===== config.mk =====
export PLATFORM = sky130hd
export DESIGN_NAME = gregorian_date_day_number_converter_core
export DESIGN_NICKNAME = d
export VERILOG_FILES = /design/src/rtl/core/gdconv_pkg.sv /design/src/rtl/core/gregorian_date_day_number_converter_core.sv
export SDC_FILE = /design/constraint.sdc
export NUM_CORES = 2
export LEC_CHECK = 0
export BUFFER_PORTS_ARGS = -buffer_cell sky130_fd_sc_hd__buf_2
export CORE_MARGIN = 2
export CORE_UTILIZATION = 59
export CTS_BUF_LIST = sky130_fd_sc_hd__clkbuf_4 sky130_fd_sc_hd__clkbuf_8
export CTS_CLUSTER_SIZE = 30
export DETAILED_ROUTE_END_ITERATION = 7
export PLACE_DENSITY = 0.79
export SLEW_MARGIN = 15
export SYNTH_ARGS = -nofsm -noshare
export SYNTH_HDL_FRONTEND = slang
export SYNTH_SLANG_ARGS = --single-unit

===== constraint.sdc =====
create_clock -name clk -period 7.82 [get_ports clk]
set_input_delay 1.173 -clock clk [delete_from_list [all_inputs] [get_ports clk]]
set_output_delay 1.173 -clock clk [all_outputs]
set_load 0.02 [all_outputs]

===== src/rtl/core/gdconv_pkg.sv =====
// package: calendar constants, tables and stream layout for the date converter
package gdconv_pkg;

	localparam int S_DATA_W = 72;
	localparam int S_USER_W = 2;
	localparam int M_DATA_W = 56;
	localparam int M_USER_W = 1;

	localparam int JDN_BASE  = 1721425;
	localparam int JDN_MIN   = 1721426;
	localparam int JDN_MAX   = 5373484;
	localparam int DAYS_400Y = 146097;
	localparam int DAYS_100Y = 36524;
	localparam int DAYS_4Y   = 1461;
	localparam int DAYS_1Y   = 365;
	localparam int YEAR_MAX  = 9999;

	// exact floor(x / 100) for x below 43690 as (x * RECIP100) >> RECIP100_SH
	localparam int RECIP100    = 5243;
	localparam int RECIP100_SH = 19;

	// reciprocal estimates, low by at most one
	localparam int R_W     = 22;
	localparam int R100_W  = 16;
	localparam int M400    = (1 << R_W) / DAYS_400Y;
	localparam int M4      = (1 << R100_W) / DAYS_4Y;

	typedef enum logic [1:0] {
		MODE_DATE_TO_JDN = 2'd0,
		MODE_JDN_TO_DATE = 2'd1,
		MODE_ADD_DAYS    = 2'd2
	} mode_t;

	function automatic logic [4:0] month_len(input logic [3:0] m);
		logic [4:0] len;
		unique case (m)
			4'd1, 4'd3, 4'd5, 4'd7, 4'd8, 4'd10, 4'd12: len = 5'd31;
			4'd4, 4'd6, 4'd9, 4'd11:                   len = 5'd30;
			4'd2:                                      len = 5'd28;
			default:                                   len = 5'd0;
		endcase
		return len;
	endfunction

	function automatic logic [8:0] days_before(input logic lp, input logic [3:0] m);
		logic [8:0] db;
		unique case (m)
			4'd3:    db = 9'd59;
			4'd4:    db = 9'd90;
			4'd5:    db = 9'd120;
			4'd6:    db = 9'd151;
			4'd7:    db = 9'd181;
			4'd8:    db = 9'd212;
			4'd9:    db = 9'd243;
			4'd10:   db = 9'd273;
			4'd11:   db = 9'd304;
			4'd12:   db = 9'd334;
			4'd2:    db = 9'd31;
			default: db = 9'd0;
		endcase
		if (lp && m >= 4'd3 && m <= 4'd12) begin
			db = db + 9'd1;
		end
		return db;
	endfunction

endpackage


===== src/rtl/core/gregorian_date_day_number_converter_core.sv =====
// top level: pipelined gregorian date and julian day number converter
//
// one stream in, one stream out. an input word carries the mode in s_axis_tuser
// and the date, day number and day offset in s_axis_tdata. mode 0 checks a date
// and gives its day number, mode 1 turns a day number into a date, mode 2 adds a
// signed offset to a date. every output word gives date, day number, day of year
// and leap flag; m_axis_tuser is the result valid flag, and with it low all data
// fields are zero.
// a new word can be taken every cycle while m_axis_tready does not stall the
// output. there are eleven register stages: date check, day number sum, offset
// add, range check, then two stages for each reciprocal division (400 and 4
// year cycles), century and year picks, and the month pick.
// each stage has its own valid bit and takes a word when it is empty or its
// successor moves, so a stall on m_axis_tready fills bubbles before it reaches
// s_axis_tready; nothing is dropped or repeated.
// reset clears all valid bits and the block is ready on the first cycle after.
module gregorian_date_day_number_converter_core (
	input  logic                            clk,
	input  logic                            arst_n,
	input  logic                            s_axis_tvalid,
	output logic                            s_axis_tready,
	// year_in[13:0], month_in[17:14], day_in[22:18], day_number_in[45:23],
	// day_offset[68:46], zero fill
	input  logic [gdconv_pkg::S_DATA_W-1:0] s_axis_tdata,
	// mode[1:0]
	input  logic [gdconv_pkg::S_USER_W-1:0] s_axis_tuser,
	output logic                            m_axis_tvalid,
	input  logic                            m_axis_tready,
	// year_out[13:0], month_out[17:14], day_out[22:18], day_number_out[45:23],
	// day_of_year[54:46], leap_year[55]
	output logic [gdconv_pkg::M_DATA_W-1:0] m_axis_tdata,
	// valid_res[0]
	output logic [gdconv_pkg::M_USER_W-1:0] m_axis_tuser
);
	import gdconv_pkg::*;

	// stage handshake
	logic vld_s1, vld_s2, vld_s3, vld_s4, vld_s5, vld_s6;
	logic vld_s7, vld_s8, vld_s9, vld_s10, vld_s11;
	logic rdy_s1, rdy_s2, rdy_s3, rdy_s4, rdy_s5, rdy_s6;
	logic rdy_s7, rdy_s8, rdy_s9, rdy_s10, rdy_s11;

	assign rdy_s11 = !vld_s11 || m_axis_tready;
	assign rdy_s10 = !vld_s10 || rdy_s11;
	assign rdy_s9  = !vld_s9  || rdy_s10;
	assign rdy_s8  = !vld_s8  || rdy_s9;
	assign rdy_s7  = !vld_s7  || rdy_s8;
	assign rdy_s6  = !vld_s6  || rdy_s7;
	assign rdy_s5  = !vld_s5  || rdy_s6;
	assign rdy_s4  = !vld_s4  || rdy_s5;
	assign rdy_s3  = !vld_s3  || rdy_s4;
	assign rdy_s2  = !vld_s2  || rdy_s3;
	assign rdy_s1  = !vld_s1  || rdy_s2;
	assign s_axis_tready = rdy_s1;

	always_ff @(posedge clk or negedge arst_n) begin
		if (!arst_n) begin
			vld_s1  <= 1'b0;
			vld_s2  <= 1'b0;
			vld_s3  <= 1'b0;
			vld_s4  <= 1'b0;
			vld_s5  <= 1'b0;
			vld_s6  <= 1'b0;
			vld_s7  <= 1'b0;
			vld_s8  <= 1'b0;
			vld_s9  <= 1'b0;
			vld_s10 <= 1'b0;
			vld_s11 <= 1'b0;
		end else begin
			if (rdy_s1)  vld_s1  <= s_axis_tvalid;
			if (rdy_s2)  vld_s2  <= vld_s1;
			if (rdy_s3)  vld_s3  <= vld_s2;
			if (rdy_s4)  vld_s4  <= vld_s3;
			if (rdy_s5)  vld_s5  <= vld_s4;
			if (rdy_s6)  vld_s6  <= vld_s5;
			if (rdy_s7)  vld_s7  <= vld_s6;
			if (rdy_s8)  vld_s8  <= vld_s7;
			if (rdy_s9)  vld_s9  <= vld_s8;
			if (rdy_s10) vld_s10 <= vld_s9;
			if (rdy_s11) vld_s11 <= vld_s10;
		end
	end

	// stage 1: unpack, date check, year quotients
	logic [1:0]  mode_in;
	logic [13:0] year_in, p_in;
	logic [3:0]  month_in;
	logic [4:0]  day_in;
	logic [22:0] dn_in, off_in;
	logic [26:0] prod_y, prod_p;
	logic [7:0]  q100_y, q100_p;
	logic        leap_in, date_ok, ok_in;
	logic [5:0]  mlen_in;

	assign mode_in  = s_axis_tuser;
	assign year_in  = s_axis_tdata[13:0];
	assign month_in = s_axis_tdata[17:14];
	assign day_in   = s_axis_tdata[22:18];
	assign dn_in    = s_axis_tdata[45:23];
	assign off_in   = s_axis_tdata[68:46];
	assign p_in     = year_in - 14'd1;
	assign prod_y   = 27'(year_in) * 27'(RECIP100);
	assign prod_p   = 27'(p_in) * 27'(RECIP100);
	assign q100_y   = prod_y[26:RECIP100_SH];
	assign q100_p   = prod_p[26:RECIP100_SH];
	// a century or 400 year boundary lies between y-1 and y exactly when y is a multiple
	assign leap_in  = (year_in[1:0] == 2'b00 && q100_y == q100_p) ||
	                  (q100_y[7:2] != q100_p[7:2]);
	assign mlen_in  = 6'(month_len(month_in)) +
	                  6'(month_in == 4'd2 && leap_in);
	assign date_ok  = year_in != 14'd0 && year_in <= 14'(YEAR_MAX) &&
	                  month_in >= 4'd1 && month_in <= 4'd12 &&
	                  day_in != 5'd0 && 6'(day_in) <= mlen_in;
	assign ok_in    = ((mode_in == MODE_DATE_TO_JDN || mode_in == MODE_ADD_DAYS) && date_ok) ||
	                  mode_in == MODE_JDN_TO_DATE;

	logic        ok_s1;
	logic [1:0]  mode_s1;
	logic [13:0] p_s1;
	logic [7:0]  q100p_s1;
	logic [8:0]  dbd_s1;
	logic [22:0] dn_s1, off_s1;

	always_ff @(posedge clk) begin
		if (rdy_s1) begin
			ok_s1    <= ok_in;
			mode_s1  <= mode_in;
			p_s1     <= p_in;
			q100p_s1 <= q100_p;
			dbd_s1   <= days_before(leap_in, month_in) + 9'(day_in);
			dn_s1    <= dn_in;
			off_s1   <= off_in;
		end
	end

	// stage 2: days before the year
	logic        ok_s2;
	logic [1:0]  mode_s2;
	logic [21:0] base_s2;
	logic [8:0]  dbd_s2;
	logic [22:0] dn_s2, off_s2;

	always_ff @(posedge clk) begin
		if (rdy_s2) begin
			ok_s2   <= ok_s1;
			mode_s2 <= mode_s1;
			base_s2 <= 22'(p_s1) * 22'(DAYS_1Y) + 22'(p_s1[13:2]) +
			           22'(q100p_s1[7:2]) - 22'(q100p_s1);
			dbd_s2  <= dbd_s1;
			dn_s2   <= dn_s1;
			off_s2  <= off_s1;
		end
	end

	// stage 3: day number by mode
	logic        ok_s3;
	logic [24:0] jdn_s3;
	logic [24:0] jdn_date, off_ext;

	assign off_ext  = (mode_s2 == MODE_ADD_DAYS) ? {{2{off_s2[22]}}, off_s2} : 25'd0;
	assign jdn_date = 25'(base_s2) + 25'(dbd_s2) + 25'(JDN_BASE) + off_ext;

	always_ff @(posedge clk) begin
		if (rdy_s3) begin
			ok_s3  <= ok_s2;
			jdn_s3 <= (mode_s2 == MODE_JDN_TO_DATE) ? 25'(dn_s2) : jdn_date;
		end
	end

	// stage 4: range check, day count from 0001-01-01
	logic        ok_s4;
	logic [21:0] r_s4;
	logic [22:0] jdn_s4;
	logic        in_rng;

	assign in_rng = $signed(jdn_s3) >= $signed(25'(JDN_MIN)) &&
	                $signed(jdn_s3) <= $signed(25'(JDN_MAX));

	always_ff @(posedge clk) begin
		if (rdy_s4) begin
			ok_s4  <= ok_s3 && in_rng;
			r_s4   <= 22'(jdn_s3 - 25'(JDN_MIN));
			jdn_s4 <= jdn_s3[22:0];
		end
	end

	// stage 5: 400 year estimate
	logic        ok_s5;
	logic [21:0] r_s5;
	logic [22:0] jdn_s5;
	logic [4:0]  n400e_s5;
	logic [26:0] prod5;

	assign prod5 = 27'(r_s4) * 27'(M400);

	always_ff @(posedge clk) begin
		if (rdy_s5) begin
			ok_s5    <= ok_s4;
			r_s5     <= r_s4;
			jdn_s5   <= jdn_s4;
			n400e_s5 <= prod5[26:R_W];
		end
	end

	// stage 6: 400 year remainder and correction
	logic        ok_s6;
	logic [22:0] jdn_s6;
	logic [4:0]  n400_s6;
	logic [17:0] r400_s6;
	logic [21:0] sub6;
	logic        fix6;

	assign sub6 = r_s5 - 22'(n400e_s5) * 22'(DAYS_400Y);
	assign fix6 = sub6[18:0] >= 19'(DAYS_400Y);

	always_ff @(posedge clk) begin
		if (rdy_s6) begin
			ok_s6   <= ok_s5;
			jdn_s6  <= jdn_s5;
			n400_s6 <= n400e_s5 + 5'(fix6);
			r400_s6 <= fix6 ? 18'(sub6[18:0] - 19'(DAYS_400Y)) : sub6[17:0];
		end
	end

	// stage 7: century, clamped to 3
	logic        ok_s7;
	logic [22:0] jdn_s7;
	logic [4:0]  n400_s7;
	logic [1:0]  n100_s7, n100_c;
	logic [15:0] r100_s7;

	assign n100_c = 2'(r400_s6 >= 18'(DAYS_100Y)) +
	                2'(r400_s6 >= 18'(2 * DAYS_100Y)) +
	                2'(r400_s6 >= 18'(3 * DAYS_100Y));

	always_ff @(posedge clk) begin
		if (rdy_s7) begin
			ok_s7   <= ok_s6;
			jdn_s7  <= jdn_s6;
			n400_s7 <= n400_s6;
			n100_s7 <= n100_c;
			r100_s7 <= 16'(r400_s6 - 18'(n100_c) * 18'(DAYS_100Y));
		end
	end

	// stage 8: 4 year estimate
	logic        ok_s8;
	logic [22:0] jdn_s8;
	logic [4:0]  n400_s8, n4e_s8;
	logic [1:0]  n100_s8;
	logic [15:0] r100_s8;
	logic [21:0] prod8;

	assign prod8 = 22'(r100_s7) * 22'(M4);

	always_ff @(posedge clk) begin
		if (rdy_s8) begin
			ok_s8   <= ok_s7;
			jdn_s8  <= jdn_s7;
			n400_s8 <= n400_s7;
			n100_s8 <= n100_s7;
			r100_s8 <= r100_s7;
			n4e_s8  <= 5'(prod8 >> R100_W);
		end
	end

	// stage 9: 4 year remainder and correction
	logic        ok_s9;
	logic [22:0] jdn_s9;
	logic [4:0]  n400_s9, n4_s9;
	logic [1:0]  n100_s9;
	logic [10:0] r4_s9;
	logic [15:0] sub9;
	logic        fix9;

	assign sub9 = r100_s8 - 16'(n4e_s8) * 16'(DAYS_4Y);
	assign fix9 = sub9[11:0] >= 12'(DAYS_4Y);

	always_ff @(posedge clk) begin
		if (rdy_s9) begin
			ok_s9   <= ok_s8;
			jdn_s9  <= jdn_s8;
			n400_s9 <= n400_s8;
			n100_s9 <= n100_s8;
			n4_s9   <= n4e_s8 + 5'(fix9);
			r4_s9   <= fix9 ? 11'(sub9[11:0] - 12'(DAYS_4Y)) : sub9[10:0];
		end
	end

	// stage 10: year, day of year, leap flag
	logic        ok_s10, leap_s10;
	logic [22:0] jdn_s10;
	logic [13:0] year_s10;
	logic [8:0]  doy_s10;
	logic [1:0]  n1_c;

	assign n1_c = 2'(r4_s9 >= 11'(DAYS_1Y)) +
	              2'(r4_s9 >= 11'(2 * DAYS_1Y)) +
	              2'(r4_s9 >= 11'(3 * DAYS_1Y));

	always_ff @(posedge clk) begin
		if (rdy_s10) begin
			ok_s10   <= ok_s9;
			jdn_s10  <= jdn_s9;
			year_s10 <= 14'(14'(n400_s9) * 14'd400 + 14'(n100_s9) * 14'd100 +
			                14'(n4_s9) * 14'd4 + 14'(n1_c) + 14'd1);
			doy_s10  <= 9'(r4_s9 - 11'(n1_c) * 11'(DAYS_1Y)) + 9'd1;
			leap_s10 <= n1_c == 2'd3 && (n4_s9 != 5'd24 || n100_s9 == 2'd3);
		end
	end

	// stage 11: month pick, output register
	logic        ok_s11, leap_s11;
	logic [22:0] jdn_s11;
	logic [13:0] year_s11;
	logic [3:0]  mon_s11, mon_c;
	logic [4:0]  day_s11;
	logic [8:0]  doy_s11;
	logic [12:2] past_m;

	always_comb begin
		for (int k = 2; k <= 12; k++) begin
			past_m[k] = days_before(leap_s10, 4'(k)) < doy_s10;
		end
		mon_c = 4'd1 + 4'($countones(past_m));
	end

	always_ff @(posedge clk) begin
		if (rdy_s11) begin
			ok_s11   <= ok_s10;
			jdn_s11  <= ok_s10 ? jdn_s10 : 23'd0;
			year_s11 <= ok_s10 ? year_s10 : 14'd0;
			mon_s11  <= ok_s10 ? mon_c : 4'd0;
			day_s11  <= ok_s10 ? 5'(doy_s10 - days_before(leap_s10, mon_c)) : 5'd0;
			doy_s11  <= ok_s10 ? doy_s10 : 9'd0;
			leap_s11 <= ok_s10 && leap_s10;
		end
	end

	assign m_axis_tvalid = vld_s11;
	assign m_axis_tuser  = ok_s11;
	assign m_axis_tdata  = {leap_s11, doy_s11, jdn_s11, day_s11, mon_s11, year_s11};

`ifndef SYNTHESIS
	a_res_fields: assert property (@(posedge clk) disable iff (!arst_n)
		m_axis_tvalid && m_axis_tuser[0] |->
			m_axis_tdata[17:14] != 4'd0 && m_axis_tdata[17:14] <= 4'd12 &&
			m_axis_tdata[22:18] != 5'd0 && m_axis_tdata[54:46] != 9'd0)
		else $error("valid result with empty date fields");

	a_res_zero: assert property (@(posedge clk) disable iff (!arst_n)
		m_axis_tvalid && !m_axis_tuser[0] |-> m_axis_tdata == '0)
		else $error("invalid result with nonzero fields");

	a_range: assert property (@(posedge clk) disable iff (!arst_n)
		vld_s4 && ok_s4 |-> r_s4 <= 22'(JDN_MAX - JDN_MIN))
		else $error("day count out of range after check");

	a_hold: assert property (@(posedge clk) disable iff (!arst_n)
		vld_s5 && !rdy_s6 |=> vld_s5 && $stable(r_s5) && $stable(n400e_s5))
		else $error("stalled stage 5 word changed");

	a_leap: assert property (@(posedge clk) disable iff (!arst_n)
		vld_s10 && ok_s10 && leap_s10 |-> year_s10[1:0] == 2'b00)
		else $error("leap flag on year not divisible by four");
`endif

endmodule

==> reports/results.txt <==
Final Hold Vio Count: 0
Layout cells sized above 1: 16.6%
Clk_skew: 0.0450 ns
CTS Sinks: 583
Post-synth EDFFs: 572
Setup Crit Path Kind: in2reg
Total GRT Usage: 22.1%
Slew Viols, Final: 0
First-pass GRT wire length: 131 mm
Area growth syn-to-layout: 15.0%
FF-to-FF End: day_s11[4]
Area of the core: 0.0699 sq mm
Vias in the first global route: 26,991
Seq cells post-synth: 583
Most common cell after layout, fill and taps aside: inv_1
Final wirelength: 78.0 mm
DIE HEIGHT: 270 um
Vias: 25,744
Synthesis Warnings: 0
Post-Syn Area per Cell: 12.1 sq um
Routed len/inst: 16.0 um
Fraction of registers with async set/reset: 1.89%
Clk pin slew, worst setup/hold paths: 0.07 ns
Sequential cell area: 0.0175 sq mm
Worst Path Max Fanout: 5
Clk root buf: clkbuf_8
Crit path top cell by count: fa_1
Fmax: 112 MHz
Crit path largest cell delay: 0.56 ns
Max cap viols: 0
Multi-input logic area: 0.0223 sq mm
DRT iter0 DRCs: 1,513
Starting Density: 59.6%
Sequential area share after synthesis: 41.9%
Dpl cell area: 0.0453 sq mm
Reg-to-Reg Start: doy_s10[1]
Nets@finish: 4,861
CP arrival: 9.39 ns
CP Launch Type: input port
Failing checks: setup timing
Tcrit/Tclk final: 114%
Slew HR: 26.3%
DIE WIDTH: 270 um
CP Data Required Time: 8.26 ns
Largest net degree at the start of global routing: 82
Pre-antenna DRT Iters: 7
Main synth FF type: edfxtp_1
Core Rows: 97
Worst setup margin: -1.13 ns
Synth Net Count: 4,426
Critical path capture point type: flop
Register-to-register setup slack: 0.56 ns
Setup-failing EPs final: 9
Crit path max-delay cell type: fa_1
CTS Buffer Depth: 3
Final GP Congestion: 0.867
CTS Hold Buffers Added: 0
DP HPWL: 60.8 mm
Post-synthesis cell count: 3,442
Num CTS Buffers: 91
Vias/cell: 5.27
DRC viols: 0
CTS tree: done
# port buffers: 133
Worst skew pair latency: 0.72 ns
Fill count: 4,835
IO Pins: 137
Unrepaired setup endpoints after global routing: true
Antenna violations before repair: 1
Status: finished with violations
Final ANT Viol Nets: 0
H-tree levels: 3
CP bufs+invs: 7
Most frequent cells in the layout: inv_1 (645), ha_1 (587), edfxtp_1 (572)
Least-Margin Pin Slew: 1.11 ns
Minimum clock period: 8.95 ns
Worst Reg-to-Reg Cells: 25
Worst min path class: in2async
GRT overflow: 0
Cell Area, Synth: 0.0416 sq mm
Synth cell types: 76
Design area: 0.0479 sq mm
Die ar.: 0.0727 sq mm
CP top delay family: adder cells
layer usage:
| layer | global-route usage (%) | wire length, um | vias up |
|---|---|---|---|
| met5 | 0 | 0 | - |
| met4 | 7.00 | 2150 | 0 |
| met3 | 2.83 | 2760 | 148 |
| met2 | 40.0 | 40900 | 508 |
| met1 | 27.4 | 32100 | 12510 |
| li1 | - | - | 12578 |
metrics by stage:
stage                     setup slack [ns]  setup TNS (ns)  hold slack, ns  util (%)  instances
after CTS                           -0.971           -4.06           0.273      68.1       4871
after global routing                 -1.39           -7.74           0.303      68.5       4886
after global placement               -2.02          -14.80           0.400      64.8       4689
after floorplan                      -1.54           -8.34           0.400         -       3442
after detailed placement             -2.19          -15.97           0.405      64.8       4689
final                                -1.13           -5.56           0.323      68.5       4886
how the worst max path moves through the flow:
stage / cells past startpoint / to / from / slack [ns]
after global placement: 40 / dbd_s1[8] / s_axis_tdata[2] / -2.02
final: 42 / dbd_s1[8] / s_axis_tdata[2] / -1.13
after global routing: 41 / dbd_s1[8] / s_axis_tdata[2] / -1.39
after CTS: 44 / dbd_s1[8] / s_axis_tdata[2] / -0.97
after detailed placement: 40 / dbd_s1[8] / s_axis_tdata[2] / -2.19
after floorplan: 40 / dbd_s1[8] / s_axis_tdata[2] / -1.54
Yosys cell counts (16+ instances only):
master    number  area, sq um
o21a_1        25          188
edfxtp_1     572        17200
fa_1         298         5970
and3_1        16          100
o21bai_1      25          188
a21boi_0      24          180
o21ai_0       93          465
xnor2_1      146         1280
nand2_1      123          462
ha_1         608         7610
nor3_1        36          180
and2_1        80          500
nor2b_1       31          194
xor2_1        63          552
nand3_1       39          195
inv_1        667         2500
clkbuf_1      29          109
a21o_1        54          405
a21oi_1      130          651
nand2b_1      28          175
nor2_1       128          480
nand4_1       16          100
timing repair:
item / CTS / global route
endpoints found under the setup margin: 10 / 9
gates resized for setup: 61 / 35
pin swaps: 71 / 64
buffers inserted: 24 / 14
gates cloned: 0 / 0
cell families after synthesis:
group	after synthesis	share of synthesized area [%]
AO/OA/AOI/OAI	468	7.35
XOR/XNOR	213	4.58
adder cells (fa/ha/maj)	906	32.6
buffers and inverters	700	6.33
flip-flops	583	41.9
multiplexers	12	0.355
AND/OR/NAND/NOR	560	6.87
state kept, by name (all words and copies together) (netlist names), 23 cells and up:
register and flops:
jdn_s6 23, jdn_s9 23, jdn_s10 23, dn_s1 23
off_s2 23, jdn_s3 25, jdn_s8 23, off_s1 23
jdn_s7 23, jdn_s11 23, dn_s2 23
cell type report:
cell class,count,area share [%]
clock buffers,125,3.21
repair buffers,375,5.44
diodes,1,0.00523
well taps,940,2.46
flip-flops and latches,583,36.4
inverters,667,5.27
multi-input cells,2159,46.5
clock inverters,36,0.687
Power is not shown: default switching activity piles up to over one toggle a cycle in this logic, so the estimate is an artifact.
